==> src/sv/lcua_pkg.sv <==
// Shared types and constants for the load-cell under-thrust abort monitor.
// Used by every module of the block; depends on nothing.
package lcua_pkg;

   localparam int CHANNELS_DEF = 4;
   localparam int IN_CH        = 4;
   localparam int LOAD_W       = 24;
   localparam int TIME_W       = 32;
   localparam int MIN_W        = 28;
   localparam int CSR_W        = 32;
   localparam int CSR_IDX_W    = 2;
   localparam int KIND_W       = 2;
   localparam int REQ_DATA_W   = 136;
   localparam int RSP_DATA_W   = 8;

   localparam logic signed [MIN_W-1:0] MIN_THRUST_RST = 28'sd100;
   localparam logic [TIME_W-1:0]       ABORT_TIME_RST = 32'd500;
   localparam logic [TIME_W-1:0]       ARM_DELAY_RST  = 32'd2000;

   typedef enum logic [KIND_W-1:0] {
      KIND_CHECK = 2'd0,
      KIND_START = 2'd1,
      KIND_STOP  = 2'd2
   } kind_type;

   typedef enum logic [CSR_IDX_W-1:0] {
      CSR_MIN_THRUST = 2'd0,
      CSR_ABORT_TIME = 2'd1,
      CSR_ARM_DELAY  = 2'd2
   } csr_idx_type;

   typedef struct packed {
      logic signed [MIN_W-1:0] min_thrust;
      logic [TIME_W-1:0]       abort_time_ms;
      logic [TIME_W-1:0]       arm_delay_ms;
   } cfg_type;

   typedef struct packed {
      logic under_thrust;
      logic active;
      logic abort;
   } result_type;

endpackage

==> src/sv/lcua_csr.sv <==
// Configuration registers of the under-thrust monitor.
// Depends on lcua_pkg for the register index codes and reset values.
module lcua_csr (
   input  logic                                clock,
   input  logic                                reset,
   input  logic                                csr_we,
   input  logic [lcua_pkg::CSR_IDX_W-1:0]      csr_index,
   input  logic [lcua_pkg::CSR_W-1:0]          csr_wdata,
   output lcua_pkg::cfg_type                   cfg
);

   lcua_pkg::cfg_type cfg_ff;
   lcua_pkg::cfg_type cfg_in;

   always_comb begin
      cfg_in = cfg_ff;
      if (csr_we) begin
         case (lcua_pkg::csr_idx_type'(csr_index))
            lcua_pkg::CSR_MIN_THRUST: cfg_in.min_thrust    = csr_wdata[lcua_pkg::MIN_W-1:0];
            lcua_pkg::CSR_ABORT_TIME: cfg_in.abort_time_ms = csr_wdata[lcua_pkg::TIME_W-1:0];
            lcua_pkg::CSR_ARM_DELAY:  cfg_in.arm_delay_ms  = csr_wdata[lcua_pkg::TIME_W-1:0];
            default:                  cfg_in = cfg_ff;
         endcase
      end
   end

   always_ff @(posedge clock) begin
      if (reset) begin
         cfg_ff.min_thrust    <= lcua_pkg::MIN_THRUST_RST;
         cfg_ff.abort_time_ms <= lcua_pkg::ABORT_TIME_RST;
         cfg_ff.arm_delay_ms  <= lcua_pkg::ARM_DELAY_RST;
      end else begin
         cfg_ff <= cfg_in;
      end
   end

   assign cfg = cfg_ff;

endmodule

==> src/sv/lcua_sum.sv <==
// Sum over all channels of reading minus baseline.
// Depends on lcua_pkg for the reading width.
module lcua_sum #(
   parameter int CHANNELS = lcua_pkg::CHANNELS_DEF,
   localparam int SUM_W   = lcua_pkg::LOAD_W + 1 + $clog2(CHANNELS)
) (
   input  logic [CHANNELS-1:0][lcua_pkg::LOAD_W-1:0] loads,
   input  logic [CHANNELS-1:0][lcua_pkg::LOAD_W-1:0] baselines,
   output logic signed [SUM_W-1:0]                   sum
);

   logic signed [lcua_pkg::LOAD_W:0] diff [CHANNELS];

   always_comb begin
      for (int ch = 0; ch < CHANNELS; ch++) begin
         diff[ch] = $signed({loads[ch][lcua_pkg::LOAD_W-1], loads[ch]})
                  - $signed({baselines[ch][lcua_pkg::LOAD_W-1], baselines[ch]});
      end
   end

   always_comb begin
      sum = '0;
      for (int ch = 0; ch < CHANNELS; ch++) begin
         sum = sum + SUM_W'(diff[ch]);
      end
   end

endmodule

==> src/sv/lcua_mon.sv <==
// Monitor state (baselines, arm and persistence timers) and per-word decision.
// Depends on lcua_pkg and lcua_sum.
module lcua_mon #(
   parameter int CHANNELS = lcua_pkg::CHANNELS_DEF
) (
   input  logic                                     clock,
   input  logic                                     reset,
   input  logic                                     step,
   input  logic [lcua_pkg::KIND_W-1:0]              kind,
   input  logic [lcua_pkg::TIME_W-1:0]              now_ms,
   input  logic [CHANNELS-1:0][lcua_pkg::LOAD_W-1:0] loads,
   input  logic                                     hotfire,
   input  lcua_pkg::cfg_type                        cfg,
   output lcua_pkg::result_type                     result
);

   localparam int SUM_W = lcua_pkg::LOAD_W + 1 + $clog2(CHANNELS);
   localparam int CMP_W = (SUM_W > lcua_pkg::MIN_W) ? SUM_W : lcua_pkg::MIN_W;

   logic [CHANNELS-1:0][lcua_pkg::LOAD_W-1:0] baseline_ff, baseline_in;
   logic                          armed_ff, armed_in;
   logic [lcua_pkg::TIME_W-1:0]   arm_time_ff, arm_time_in;
   logic                          bad_valid_ff, bad_valid_in;
   logic [lcua_pkg::TIME_W-1:0]   bad_since_ff, bad_since_in;

   logic signed [SUM_W-1:0]       sum;
   logic [lcua_pkg::TIME_W-1:0]   since_eff;
   logic                          is_check;
   logic                          is_start;
   logic                          is_stop;
   logic                          under;

   lcua_sum #(
      .CHANNELS (CHANNELS)
   ) u_sum (
      .loads     (loads),
      .baselines (baseline_ff),
      .sum       (sum)
   );

   always_comb begin
      is_check = 1'b0;
      is_start = 1'b0;
      is_stop  = 1'b0;
      case (lcua_pkg::kind_type'(kind))
         lcua_pkg::KIND_CHECK: is_check = 1'b1;
         lcua_pkg::KIND_START: is_start = hotfire;
         lcua_pkg::KIND_STOP:  is_stop  = 1'b1;
         default:              is_check = 1'b0;
      endcase
   end

   always_comb begin
      baseline_in  = baseline_ff;
      armed_in     = armed_ff;
      arm_time_in  = arm_time_ff;
      bad_valid_in = bad_valid_ff;
      bad_since_in = bad_since_ff;
      result       = '0;

      if (is_start) begin
         baseline_in  = loads;
         armed_in     = 1'b1;
         arm_time_in  = now_ms;
         bad_valid_in = 1'b0;
         bad_since_in = '0;
      end else if (is_stop) begin
         armed_in = 1'b0;
      end

      result.active = armed_in && ((now_ms - arm_time_in) >= cfg.arm_delay_ms);

      under     = $signed(CMP_W'(sum)) < $signed(CMP_W'(cfg.min_thrust));
      since_eff = bad_valid_ff ? bad_since_ff : now_ms;

      if (is_check && result.active) begin
         if (under) begin
            result.under_thrust = 1'b1;
            bad_valid_in        = 1'b1;
            bad_since_in        = since_eff;
            result.abort        = (now_ms - since_eff) > cfg.abort_time_ms;
         end else begin
            bad_valid_in = 1'b0;
            bad_since_in = '0;
         end
      end
   end

   always_ff @(posedge clock) begin
      if (reset) begin
         baseline_ff  <= '0;
         armed_ff     <= 1'b0;
         arm_time_ff  <= '0;
         bad_valid_ff <= 1'b0;
         bad_since_ff <= '0;
      end else if (step) begin
         baseline_ff  <= baseline_in;
         armed_ff     <= armed_in;
         arm_time_ff  <= arm_time_in;
         bad_valid_ff <= bad_valid_in;
         bad_since_ff <= bad_since_in;
      end
   end

endmodule

==> src/sv/load_cell_underthrust_abort.sv <==
// Top level of the load-cell under-thrust abort monitor.
// Depends on lcua_pkg, lcua_csr and lcua_mon.
//
// Request words carry a kind in req_tuser (check, flow start, stop) and the
// time stamp, four signed load readings and the hotfire flag in req_tdata.
// Every request word yields exactly one response word with the abort, active
// and under_thrust flags. A hotfire flow start latches the readings as
// baselines and arms the monitor; checks are evaluated once the arm delay
// has passed, and a stop disarms it.
// The accepted word sits in the input register while the decision logic
// feeds the response register that drives the response word.
// Throughput is one word per cycle while the receiver keeps taking
// responses; the channel adder and compares that update the monitor
// state are combinational.
// A full response register that the receiver stalls holds its word; the
// input register keeps taking one more word, then req_tready drops until
// the response is taken.
// Reset clears the baselines, arm and persistence state and loads the
// default threshold, abort time and arm delay. Write csr_* only while idle.
module load_cell_underthrust_abort #(
   parameter int CHANNELS = lcua_pkg::CHANNELS_DEF
) (
   input  logic                                clock,
   input  logic                                reset,
   input  logic                                req_tvalid,
   output logic                                req_tready,
   // [1:0] kind
   input  logic [lcua_pkg::KIND_W-1:0]         req_tuser,
   // [31:0] now_ms, [55:32] load_a, [79:56] load_b, [103:80] load_c,
   // [127:104] load_d, [128] hotfire, rest zero
   input  logic [lcua_pkg::REQ_DATA_W-1:0]     req_tdata,
   output logic                                rsp_tvalid,
   input  logic                                rsp_tready,
   // [0] abort, [1] active, [2] under_thrust, rest zero
   output logic [lcua_pkg::RSP_DATA_W-1:0]     rsp_tdata,
   input  logic                                csr_we,
   input  logic [lcua_pkg::CSR_IDX_W-1:0]      csr_index,
   input  logic [lcua_pkg::CSR_W-1:0]          csr_wdata
);

   localparam int HOT_BIT = lcua_pkg::TIME_W + lcua_pkg::IN_CH * lcua_pkg::LOAD_W;

   logic                                           in_valid_ff;
   logic [lcua_pkg::KIND_W-1:0]                    in_kind_ff;
   logic [lcua_pkg::TIME_W-1:0]                    in_now_ff;
   logic [lcua_pkg::IN_CH-1:0][lcua_pkg::LOAD_W-1:0] in_loads_ff;
   logic                                           in_hot_ff;
   logic                                           out_valid_ff, out_valid_in;
   lcua_pkg::result_type                           out_res_ff;
   lcua_pkg::result_type                           result;
   lcua_pkg::cfg_type                              cfg;
   logic [CHANNELS-1:0][lcua_pkg::LOAD_W-1:0]      load_arr;
   logic                                           step;
   logic                                           req_take;

   assign step       = in_valid_ff && (!out_valid_ff || rsp_tready);
   assign req_tready = !in_valid_ff || step;
   assign req_take   = req_tvalid && req_tready;

   for (genvar ch = 0; ch < CHANNELS; ch++) begin : g_load
      if (ch < lcua_pkg::IN_CH) begin : g_live
         assign load_arr[ch] = in_loads_ff[ch];
      end else begin : g_zero
         assign load_arr[ch] = '0;
      end
   end

   always_ff @(posedge clock) begin
      if (reset) begin
         in_valid_ff <= 1'b0;
      end else if (req_tready) begin
         in_valid_ff <= req_tvalid;
      end
   end

   always_ff @(posedge clock) begin
      if (req_take) begin
         in_kind_ff  <= req_tuser;
         in_now_ff   <= req_tdata[lcua_pkg::TIME_W-1:0];
         in_loads_ff <= req_tdata[HOT_BIT-1:lcua_pkg::TIME_W];
         in_hot_ff   <= req_tdata[HOT_BIT];
      end
   end

   lcua_csr u_csr (
      .clock     (clock),
      .reset     (reset),
      .csr_we    (csr_we),
      .csr_index (csr_index),
      .csr_wdata (csr_wdata),
      .cfg       (cfg)
   );

   lcua_mon #(
      .CHANNELS (CHANNELS)
   ) u_mon (
      .clock   (clock),
      .reset   (reset),
      .step    (step),
      .kind    (in_kind_ff),
      .now_ms  (in_now_ff),
      .loads   (load_arr),
      .hotfire (in_hot_ff),
      .cfg     (cfg),
      .result  (result)
   );

   always_comb begin
      out_valid_in = out_valid_ff;
      if (step) begin
         out_valid_in = 1'b1;
      end else if (rsp_tready) begin
         out_valid_in = 1'b0;
      end
   end

   always_ff @(posedge clock) begin
      if (reset) begin
         out_valid_ff <= 1'b0;
      end else begin
         out_valid_ff <= out_valid_in;
      end
   end

   always_ff @(posedge clock) begin
      if (step) begin
         out_res_ff <= result;
      end
   end

   assign rsp_tvalid = out_valid_ff;
   assign rsp_tdata  = {{(lcua_pkg::RSP_DATA_W - 3){1'b0}},
                        out_res_ff.under_thrust, out_res_ff.active, out_res_ff.abort};

endmodule
==> config.mk <==
export PLATFORM = sky130hd
export DESIGN_NAME = load_cell_underthrust_abort
export DESIGN_NICKNAME = d
export VERILOG_FILES = /design/src/sv/lcua_pkg.sv /design/src/sv/lcua_csr.sv /design/src/sv/lcua_sum.sv /design/src/sv/lcua_mon.sv /design/src/sv/load_cell_underthrust_abort.sv
export SDC_FILE = /design/constraint.sdc
export NUM_CORES = 1
export LEC_CHECK = 0
export ABC_CLOCK_PERIOD_IN_PS = 6700
export CAP_MARGIN = 40
export CORE_MARGIN = 2
export CORE_UTILIZATION = 35
export CTS_CLUSTER_SIZE = 20
export DETAILED_ROUTE_END_ITERATION = 7
export DONT_BUFFER_PORTS = 1
export PLACE_DENSITY = 0.54
export SLEW_MARGIN = 20
export SYNTH_ARGS = -nofsm -noshare
export SYNTH_HDL_FRONTEND = slang
export SYNTH_SLANG_ARGS = --single-unit
==> constraint.sdc <==
create_clock -name clock -period 6.7 [get_ports clock]
set_input_delay 1.005 -clock clock [delete_from_list [all_inputs] [get_ports clock]]
set_output_delay 1.005 -clock clock [all_outputs]
set_load 0.02 [all_outputs]
* Yosys cells after proc, flatten, opt, wreduce, memory -nomap -nowiden
Index checks and enable logic that the tools add are counted.
Storage, ports and cells: word-level logic and storage cells 72, bits in registers 390, bits of input ports 177
Operators by class: $lt $le $gt $ge 3, multiplexer cells 15, reduce and logical (&&, ||, !) cells 18, add/subtract/negate cells 9, equality and inequality tests 4
Operators by type and width (count):
- two-way mux 32 bit | 5
- subtractor 24 x 24 -> 25 bit | 4
- subtractor 32 bit | 2
- greater-or-equal comparator 32 bit | 1
- greater-than comparator 32 bit | 1
- < comparator 27 x 28 -> 1 bit | 1
- adder 26 x 25 -> 27 bit | 1
- adder 27 x 25 -> 27 bit | 1
- adder 25 x 25 -> 26 bit | 1
- AND reduction 2 bit | 6
- two-way mux 1 bit | 10
- equality test 2 x 1 -> 1 bit, second input constant | 2
- equality test 2 bit, second input constant | 2
- logical AND 1 bit | 4
- logical NOT 2 bit | 2
- nonzero test 2 bit | 2
- logical NOT 1 bit | 2
- logical OR 1 bit | 2

* Depth between registers and ports, before layout
depth in word-level cells 9, depth in mapped cells 31

* Modules after synthesis
A second synthesis with hierarchy kept.
Second synthesis, totals: cells, all modules 2501, area total of the unflattened synthesis 24524.8 µm²
Modules (own cells, without submodules):
- lcua_mon | cells an instance 1480, area an instance 11514.8 µm², times used 1
- lcua_sum | cells an instance 525, area an instance 5087.4 µm², times used 1
- load_cell_underthrust_abort | cells an instance 150, area an instance 4169.0 µm², times used 1
- lcua_csr | cells an instance 346, area an instance 3753.6 µm², times used 1

* Worst setup path before layout
Ideal clock, no wire load.
path kind register to register, from reg in_loads_ff[26] (netlist bit), to reg u_mon.bad_since_ff[22] (netlist bit), setup slack 0.159 ns, arrival time 6.408 ns, cell stages (with the launch flop) 29, data required time 6.567 ns, cells stage by stage edfxtp_1 inv_1 fa_1 inv_1 fa_1 fa_1 inv_1 fa_1 inv_1 ha_1 a21o_1 a41oi_1 o21ai_1 a2111oi_1 o31ai_1 a21boi_1 o21ai_1 mux2i_1 nor2_1 ha_1 and4_1 nand4_1 nor3_1 a221oi_1 o21ai_1 a31oi_1 o41ai_2 buf_2 a211oi_1
On the way: longest elaborated chain between the ends 7
RTL lines:
- from (decl) | line load_cell_underthrust_abort.sv:46 | logic [lcua_pkg::IN_CH-1:0][lcua_pkg::LOAD_W-1:0] in_loads_ff;
- from (signal assigned) | line load_cell_underthrust_abort.sv:80 | in_loads_ff <= req_tdata[HOT_BIT-1:lcua_pkg::TIME_W];
- subtractor 24 x 24 -> 25 bit | line lcua_sum.sv:17 | - $signed({baselines[ch][lcua_pkg::LOAD_W-1], baselines[ch]});
- adder 25 x 25 -> 26 bit | line lcua_sum.sv:24 | sum = sum + SUM_W'(diff[ch]);
- adder 26 x 25 -> 27 bit | line lcua_sum.sv:24
- adder 27 x 25 -> 27 bit | line lcua_sum.sv:24
- < comparator 27 x 28 -> 1 bit | line lcua_mon.sv:73 | under = $signed(CMP_W'(sum)) < $signed(CMP_W'(cfg.min_thrust));
- two-way mux 32 bit | line lcua_mon.sv:77 | if (under) begin
- two-way mux 32 bit | line lcua_mon.sv:76 | if (is_check && result.active) begin
- to (signal assigned) | line lcua_mon.sv:101 | bad_since_ff <= bad_since_in;
- to (decl) | line lcua_mon.sv:24 | logic [lcua_pkg::TIME_W-1:0] bad_since_ff, bad_since_in;
Every way passes these cells. A chain may end at the register's enable or synchronous reset.

* Final worst setup path
from reg in_loads_ff[35] (netlist bit), to reg u_mon.bad_since_ff[1] (netlist bit)
The elaborated chain is that of the path after synthesis.

==> results.yml <==
global_routing:
  grt_use_total_pct: 17.0
  grt_max_degree: 225
  grt_pass1_wl_um: 94500
  grt_pass1_vias: 17600
  grt_overflow_total: 0
  antenna_found_initial: 2
worst_setup_path:
  critPathLaunchType: "flip-flop"
  reg2regPathDepth: 27
  setup.worst_path.end: "u_mon.bad_since_ff[1]"
  cp.arrival_ns: 7.15
  critPathKind: "reg2reg"
  crit_path_end_kind: "flip-flop"
  rrSetupSlack_ns: 0.02
  cp.required_ns: 7.17
  path_max_fanout: 8
  crit_start: "in_loads_ff[35]"
  reg2reg_from: "in_loads_ff[35]"
  timing.rr.end: "u_mon.bad_since_ff[1]"
sta:
  max-slew-margin-rel_pct: 58.9
  timing.hold.ws_ns: 0.450
  tightestPinTransition_ns: 0.601
  hold_violations: 0
  setup_viol: 0
  clock.fmax_mhz: 150
  period_share_pct: 99.7
  fin_crit_ns: 6.68
  maxSlewViolCount: 0
  rsz0062_at_grt: "yes"
  fin_skew_ns: 0.0253
placed_design:
  gp_congestion: 0.917
  port_buffers: 0
  hpwl_um: 44200
detailed_routing:
  postRouteAntennaNets: 0
  vias_per_cell: 4.90
  drt_first_pass_iters: 5
  drt-total-wl_um: 59300
  drt_iter0_markers: 795
  num_vias: 17300
  drc: 0
  wl_per_cell_um: 16.8
pwr:
  power_frac_comb_pct: 39.6
  pwr-share-clk_pct: 30.8
  p_int_mw: 5.78
  seqPwrFrac_pct: 29.5
  power.density_mw_per_mm2: 322
  total_power_mw: 8.83
  switching_power_mw: 3.05
  p_leak_nw: 10.7
  ir_drop_mv: 0.224
  p_sw_share_pct: 34.5
clock_network:
  holdBufCountCts: 0
  cts-buffers-inserted: 49
  root_buffer: "clkbuf_16"
  htreeDepth: 2
  clock_sinks: 390
  clk_latency_ns: 0.62
  clockBufferDepth: 3
  clkTransAtPathRegs_ns: 0.06
  cts_tree: "done"
synth:
  synth.distinct_cells: 73
  avgSynthCellArea_um2: 9.23
  yosysSeqAreaShare_pct: 38.4
  synth_largest_area_cell: "dfxtp_1"
  async_reset_ff_share_pct: 0
  synth-edff-count: 134
  synth_area_mm2: 0.0238
  ys.flop_type: "dfxtp_1"
  syn_inst: 2582
  synthTopCellsByArea: "dfxtp_1 (21%), edfxtp_1 (17%), fa_1 (13%)"
  synth_top_area_share_pct: 21.5
  ys_ff_latch: 390
  yosysWarnings: 0
finish:
  layout_common_cells: "nand2_1 (464), inv_1 (356), a21oi_1 (292), dfxtp_1 (255), ha_1 (179)"
  final_common_cell: "nand2_1"
  layout-drive-gt1-share_pct: 9.02
  finish.net_count: 3129
  area.growth.synth_to_final_pct: 15.0
floorplan:
  die_area_mm2: 0.0702
  start_util_pct: 35.4
  io_pins: 187
  die_w_um: 265
  die-height_um: 265
  rows: 95
  coreArea_mm2: 0.0673
hold_path:
  hold_class: "reg2reg"
run_status:
  status: "finished clean"
run:
  drv_cap: 0
stage by stage:
step | TNS, ns | area (µm²) | setup WS [ns] | util, % | instances
floorplan | 0 | 23900 | 0.159 | - | 2586
global placement | -16.06 | 25100 | -0.487 | 37.3 | 3424
detailed placement | -17.40 | 25100 | -0.534 | 37.4 | 3426
CTS | 0 | 27300 | 0.00581 | 40.5 | 3532
global route | -7.61 | 27400 | -0.252 | 40.8 | 3536
finish | 0 | 27400 | 0.0199 | 40.8 | 3536
cell families after synthesis:
| family | Yosys count | share of synthesized area, % |
|---|---|---|
| flip-flops | 390 | 38.4 |
| other | 1 | 0.0157 |
| AND/OR/NAND/NOR | 706 | 12.5 |
| multiplexers | 64 | 2.69 |
| adder cells (fa/ha/maj) | 331 | 22.1 |
| XOR/XNOR | 80 | 2.94 |
| AO/OA/AOI/OAI | 554 | 14.1 |
| buffers and inverters | 456 | 7.28 |
how the worst min path moves through the flow:
stage	from	end	slack, ns	cells after the start
floorplan	u_mon.arm_time_ff[10]	u_mon.arm_time_ff[10]	0.44	2
global route	req_tdata[127]	in_loads_ff[95]	0.44	0
CTS	req_tdata[127]	in_loads_ff[95]	0.43	0
global placement	u_mon.arm_time_ff[15]	u_mon.arm_time_ff[15]	0.44	2
finish	u_mon.arm_time_ff[30]	u_mon.arm_time_ff[30]	0.45	2
detailed placement	u_mon.baseline_ff[85]	u_mon.baseline_ff[85]	0.45	2
critical path: stages (launching register included):
cell and delay (ns):
edfxtp_1 0.42, fa_1 0.51, fa_1 0.51, fa_1 0.54
inv_1 0.05, fa_1 0.52, inv_1 0.04, ha_1 0.20
or4_4 0.52, a2111oi_4 0.29, buf_4 0.18, o31ai_4 0.08
a21boi_2 0.22, o21ai_4 0.09, mux2i_1 0.20, nor2_2 0.08
ha_1 0.31, and4_1 0.21, nand4_1 0.14, nor3_2 0.28
a221oi_2 0.09, o21ai_1 0.09, a31oi_1 0.06, buf_4 0.16
o41ai_4 0.34, buf_12 0.20, buf_12 0.14, a211oi_2 0.04
layer usage:
layer,wire [µm],part of all wire (%),vias to the layer above,global-route usage [%]
li1,-,-,8666,-
met1,26300,44,8266,21.7
met2,27800,47,315,28.4
met3,3620,6.1,86,3.97
met4,1580,2.7,2,5.05
met5,13,0.022,-,0
final cells by class:
type	count	area [µm²]
multi-input combinational	1740	13400
sequential	390	9150
antenna	1	2.50
timing repair buffer	80	810
fill	6679	39900
tap	873	1090
clock buffer	62	1340
inverter	360	1350
clock inverter	30	330
registers in the layout (all words and copies together) (netlist names):
signal	count
in_kind_ff	2
u_mon.bad_since_ff	32
u_mon.baseline_ff	96
in_valid_ff	1
u_csr.cfg	92
u_mon.armed_ff	1
in_now_ff	32
rsp_tdata	3
rsp_tvalid	1
in_loads_ff	96
in_hot_ff	1
u_mon.arm_time_ff	32
u_mon.bad_valid_ff	1
what timing repair did:
action / CTS / global route
pin swaps: 50 / 30
endpoints found under the hold margin: 0 / 0
cloned: 4 / 0
gates resized for setup: 54 / 27
buffers inserted: 12 / 2
setup endpoints to repair: 35 / 35
Yosys cell counts (4+ instances only):
cell type	instances
a211oi_1	37
edfxtp_1	134
o21ai_0	37
mux2i_1	64
nor3_1	15
dfxtp_1	256
nand3_1	20
xor2_1	33
a21oi_1	297
buf_4	5
nor4_1	4
o21a_1	10
nand4_1	20
a211o_1	18
buf_1	5
nand2b_1	13
and4_1	4
o21bai_1	10
buf_2	4
nand3b_1	4
xnor2_1	47
a31oi_1	15
ha_1	180
nand2_1	464
o21ai_1	16
a21o_1	65
nor2_1	109
fa_1	151
inv_1	360
nor2b_1	17
o211ai_1	7
clkbuf_1	82
and3_1	16
power groups by stage:
stage / clock network (mW) / logic (mW) / registers [mW]
finish: 2.72 / 3.50 / 2.60
floorplan: 0 / 2.23 / 2.64
CTS: 2.81 / 3.43 / 2.61
detailed placement: 0 / 3.18 / 2.66
global placement: 0 / 3.08 / 2.66
global route: 2.90 / 3.97 / 2.62
Note: power is estimated with default switching activity, not from simulation.
